## src/rtl/core/bfr_pkg.sv

```systemverilog
// ---------------------------------------------------------------------------
// Bitstream field reader package
// Shared constants, operation codes and the decode plan structure.
// ---------------------------------------------------------------------------
package bfr_pkg;

	localparam int STREAM_BYTES = 4096;
	localparam int ADDR_W       = $clog2(STREAM_BYTES);
	localparam int CNT_W        = ADDR_W + 1;
	localparam int POS_W        = CNT_W + 3;

	localparam logic [3:0] OP_RESTART = 4'd0;
	localparam logic [3:0] OP_LOAD    = 4'd1;
	localparam logic [3:0] OP_READ    = 4'd2;
	localparam logic [3:0] OP_PEEK    = 4'd3;
	localparam logic [3:0] OP_SU      = 4'd4;
	localparam logic [3:0] OP_NS      = 4'd5;
	localparam logic [3:0] OP_LE      = 4'd6;
	localparam logic [3:0] OP_UE      = 4'd7;
	localparam logic [3:0] OP_SKIP    = 4'd8;

	localparam logic [2:0] MODE_PLAIN = 3'd0;
	localparam logic [2:0] MODE_SU    = 3'd1;
	localparam logic [2:0] MODE_NS    = 3'd2;
	localparam logic [2:0] MODE_LE    = 3'd3;
	localparam logic [2:0] MODE_UE    = 3'd4;

	typedef struct packed {
		logic             run;
		logic             ok;
		logic [2:0]       mode;
		logic [5:0]       nbits;
		logic [16:0]      ns_m;
		logic             ns_ext_ok;
		logic             commit;
		logic [POS_W-1:0] left;
	} plan_t;

endpackage

```

## src/rtl/core/bfr_plan.sv

```systemverilog
// ---------------------------------------------------------------------------
// Command decode
// Checks argument and data availability and sets up the bit engine.
// ---------------------------------------------------------------------------
module bfr_plan (
	input  logic [3:0]                opcode,
	input  logic [15:0]               argument,
	input  logic [bfr_pkg::POS_W-1:0] pos,
	input  logic [bfr_pkg::CNT_W-1:0] loaded,
	output bfr_pkg::plan_t            plan
);
	import bfr_pkg::*;

	logic [POS_W-1:0] left;
	logic [31:0]      arg32;
	logic [31:0]      left32;
	logic [4:0]       ns_w;

	// Bits remaining in the loaded stream.
	assign left   = {loaded, 3'b000} - pos;
	assign arg32  = 32'(argument);
	assign left32 = 32'(left);

	// Alphabet width: index of the top set bit plus one, or one for zero.
	always_comb begin
		ns_w = 5'd1;
		for (int i = 0; i < 16; i++) begin
			if (argument[i]) begin
				ns_w = 5'(i + 1);
			end
		end
	end

	always_comb begin
		plan           = '0;
		plan.left      = left;
		plan.commit    = 1'b1;
		plan.ns_m      = (17'd1 << ns_w) - 17'(argument);
		plan.ns_ext_ok = 32'(ns_w) <= left32;
		unique case (opcode)
			OP_READ, OP_PEEK: begin
				plan.run    = (arg32 <= 32'd32) && (arg32 <= left32);
				plan.mode   = MODE_PLAIN;
				plan.nbits  = argument[5:0];
				plan.commit = (opcode == OP_READ);
			end
			OP_SU: begin
				plan.run   = (arg32 >= 32'd1) && (arg32 <= 32'd16) && (arg32 <= left32);
				plan.mode  = MODE_SU;
				plan.nbits = argument[5:0];
			end
			OP_NS: begin
				plan.run   = 32'(ns_w - 5'd1) <= left32;
				plan.mode  = MODE_NS;
				plan.nbits = 6'(ns_w - 5'd1);
			end
			OP_LE: begin
				plan.run   = (arg32 <= 32'd4) && ((arg32 << 3) <= left32);
				plan.mode  = MODE_LE;
				plan.nbits = {argument[2:0], 3'b000};
			end
			OP_UE: begin
				plan.run  = (left != '0);
				plan.mode = MODE_UE;
			end
			OP_RESTART: begin
				plan.ok = 1'b1;
			end
			OP_LOAD: begin
				plan.ok = (loaded != CNT_W'(STREAM_BYTES));
			end
			OP_SKIP: begin
				plan.ok = arg32 <= left32;
			end
			default: begin
				plan.ok = 1'b0;
			end
		endcase
	end
endmodule

```

## config.mk

```make
export PLATFORM = sky130hd
export DESIGN_NAME = bfr_plan
export DESIGN_NICKNAME = d
export VERILOG_FILES = /design/src/rtl/core/bfr_pkg.sv /design/src/rtl/core/bfr_plan.sv
export SDC_FILE = /design/constraint.sdc
export NUM_CORES = 1
export LEC_CHECK = 0
export ABC_AREA = 1
export BUFFER_PORTS_ARGS = -buffer_cell sky130_fd_sc_hd__buf_2
export CAP_MARGIN = 20
export CELL_PAD_IN_SITES_DETAIL_PLACEMENT = 0
export CELL_PAD_IN_SITES_GLOBAL_PLACEMENT = 2
export CORE_ASPECT_RATIO = 1.25
export CORE_MARGIN = 4
export CORE_UTILIZATION = 28
export DETAILED_ROUTE_END_ITERATION = 8
export PLACE_DENSITY_LB_ADDON = 0.1
export SLEW_MARGIN = 20
export SYNTH_ARGS = -nofsm -noshare
export SYNTH_HDL_FRONTEND = slang
export SYNTH_SLANG_ARGS = --single-unit
```

## constraint.sdc

```tcl
create_clock -name vclk -period 4.1
set_input_delay 0.615 -clock vclk [all_inputs]
set_output_delay 0.615 -clock vclk [all_outputs]
set_load 0.02 [all_outputs]
```

==> results.py <==
metrics = {
    "yosys": {
        "synth_xor_area_frac": 0.0430,
        "yosysSeqAreaShare": 0,
        "synth-simple-area-share": 0.396,
        "post_synth_mux_area_share": 0,
        "synth_adder_area_share": 0.288,
        "synth_cell_types": 37,
        "yosysWarningCount": 0,
        "syn_area_mm2": 0.00367,
        "synth_top_family_by_area": "simple AND/OR/NAND/NOR gates",
        "synthesized_netlist_cell_count": 666,
        "avgSynthCellArea_um2": 5.51,
        "synth_compound_gate_area_share": 0.134,
    },
    "cells_and_area": {
        "area.growth.synth_to_final_pct": 47.4,
        "sequential_cell_total": 0,
        "post_route_core_utilization": 0.423,
        "antenna_cells_inserted": 0,
        "drive_above_1_share": 0.336,
        "n_clock_buffer": 0,
        "ff_latch_area_um2": 0,
        "final_design_area_no_fill_mm2": 0.00541,
        "nNetsFinal": 974,
    },
    "power": {
        "worst_ir_drop_vdd_mv": 0.0613,
        "power_density_mw_per_mm2": 151,
        "power_leakage_nw": 3.07,
    },
    "status": {
        "outcome": "complete, no violations",
    },
    "sta": {
        "max_freq_ghz": 0.253,
        "final.period_utilization": 0.964,
        "grt_setup_unrepaired": "yes",
        "slew_headroom": 0.522,
        "max_slew_vio_count": 0,
        "timing.hold.ws_ns": 1.55,
        "number_of_failing_hold_endpoints_at_the_final_stage": 0,
        "finalSetupTns_ns": 0,
        "final_critical_path_time_including_i_o_delays_and_setup_ns": 3.95,
        "finalSetupViolations": 0,
        "worst_pin_slew_ns": 0.711,
    },
    "critical_path": {
        "critical_path_required_ns": 3.48,
        "worst-endpoint-arrival_ns": 3.34,
        "worst_path_max_delay_cell": "ha_1",
        "crit_top_cell": "nand2_1",
        "critical_path_peak_fanout": 4,
        "path_class": "input port to output pin",
        "startpoint": "argument[3]",
        "critPathLaunchType": "input port",
        "timing.critical_path.slowest_cell_delay_ns": 0.37,
        "critical_path.endpoint_type": "output pin",
    },
    "die": {
        "ios": 95,
        "std_cell_rows": 46,
        "floorplan.initialDensity": 0.287,
        "floorplan.die.width_um": 110,
        "die-height_um": 136,
        "floorplan.core_area_mm2": 0.0128,
        "floorplan.die_area_mm2": 0.0150,
    },
    "hold_path": {
        "timing.hold.worst_endpoint": "plan[41]",
        "whs_path_depth": 3,
        "worst_hold_startpoint": "opcode[0]",
        "timing.hold.worst.class": "input port to output pin",
    },
    "routing": {
        "routed_via_density": 4.76,
        "detailedRoute.firstPassIterationCount": 4,
        "wirelength_mm": 14.8,
        "remaining_drc_errors": 0,
        "routed-via-count": 4796,
        "avgRoutedWirePerCell_um": 14.7,
        "detail-route-antenna-nets": 0,
        "drt_iter0_markers": 134,
    },
    "clock_tree": {
        "ctsHoldBuffers": 0,
    },
    "grt": {
        "grt_max_degree": 8,
        "grt_pass1_vias": 4642,
        "grt_overflow": 0,
        "grt_antenna_before_repair": 0,
        "gr-usage-all-layers": 0.188,
        "grt_first_pass_wirelength_mm": 22.2,
    },
    "placement": {
        "hpwl_mm": 12.9,
        "placed_cell_area_mm2": 0.00487,
        "gp_congestion": 0.869,
        "input_output_buffers": 95,
    },
    "run": {
        "max-cap-violations": 0,
    },
}
worst max-delay path, delay by kind of cell:
kind                     cells  cell delay, ns
adder cells (fa/ha/maj)      2            0.55
AO/OA/AOI/OAI                4            0.57
AND/OR/NAND/NOR             15            1.01
XOR/XNOR                     1            0.14
buffers and inverters        3            0.46
how the worst max path moves through the flow:
stage / end / slack, ns
2_1_floorplan: plan[28] / 0.21
3_3_place_gp: plan[27] / -0.09
3_5_place_dp: plan[26] / -0.11
4_1_cts: plan[33] / -0.02
5_1_grt: plan[27] / -0.04
6_report: plan[31] / 0.15
repair_timing:
action,CTS,global route
endpoints found under the setup margin,10,15
pin swaps,2,32
setup buffers,0,5
resized for setup,13,118
cells by family after synthesis:
family	after synthesis
AOI/OAI and AO/OA	86
xor gates and xnor gates	18
adders and majority gates	84
buffers and inverters	134
other	1
and+or+nand+nor	343
power by group:
group / internal, W / switching (W)
Combinational: 0.000324 / 0.000490
Clock: 0 / 0
Sequential: 0 / 0
placed cells by master, fill, tap and decap left out, types with 15 or more instances in the layout:
master / count
nand2_1: 170
nand2_2: 26
buf_2: 87
nor2_2: 17
ha_1: 62
a21oi_1: 26
nor2_1: 51
nand3_1: 30
a21oi_2: 15
buf_4: 76
inv_1: 126
metrics by stage:
stage	total power (W)	worst slack (ns)	cells
finish	0.000815	0.146	1007
global route	0.000919	-0.0419	1007
CTS	0.000758	-0.0231	1002
detailed placement	0.000747	-0.114	1002
global placement	0.000738	-0.0889	1002
floorplan	0.000457	0.208	676
metal layers:
metal / GRT usage / wire, um / vias up
li1: - / - / 2483
met1: 0.198 / 5470 / 2167
met2: 0.387 / 8230 / 116
met3: 0.00238 / 499 / 30
met4: 0.0630 / 623 / 0
met5: 0 / 0 / -
area by class of cell:
cell class,count,area (um^2)
tap,168,210
inverter,133,499
multi-input combinational,542,3680
fill,1468,7370
timing repair buffer,164,1020
cells in the mapped netlist, types with 2 or more instances:
library cell | instances | share of area
nand2_1 | 193 | 0.20
inv_1 | 132 | 0.14
ha_1 | 83 | 0.28
nor2_1 | 68 | 0.070
a21oi_1 | 40 | 0.055
nand3_1 | 32 | 0.044
o21ai_0 | 20 | 0.027
nor3_1 | 14 | 0.019
nand4_1 | 13 | 0.022
xnor2_1 | 9 | 0.021
xor2_1 | 9 | 0.021
a31oi_1 | 7 | 0.012
nand2_2 | 5 | 0.0085
nor2_2 | 4 | 0.0068
nor4_1 | 4 | 0.0068
and2_1 | 3 | 0.0051
nand3b_1 | 3 | 0.0061
a21o_1 | 2 | 0.0041
a21oi_2 | 2 | 0.0048
nand3_2 | 2 | 0.0055
o21a_1 | 2 | 0.0041
o21ai_1 | 2 | 0.0027
o221ai_1 | 2 | 0.0048
o22ai_1 | 2 | 0.0034
(Power assumes the default switching activity.)
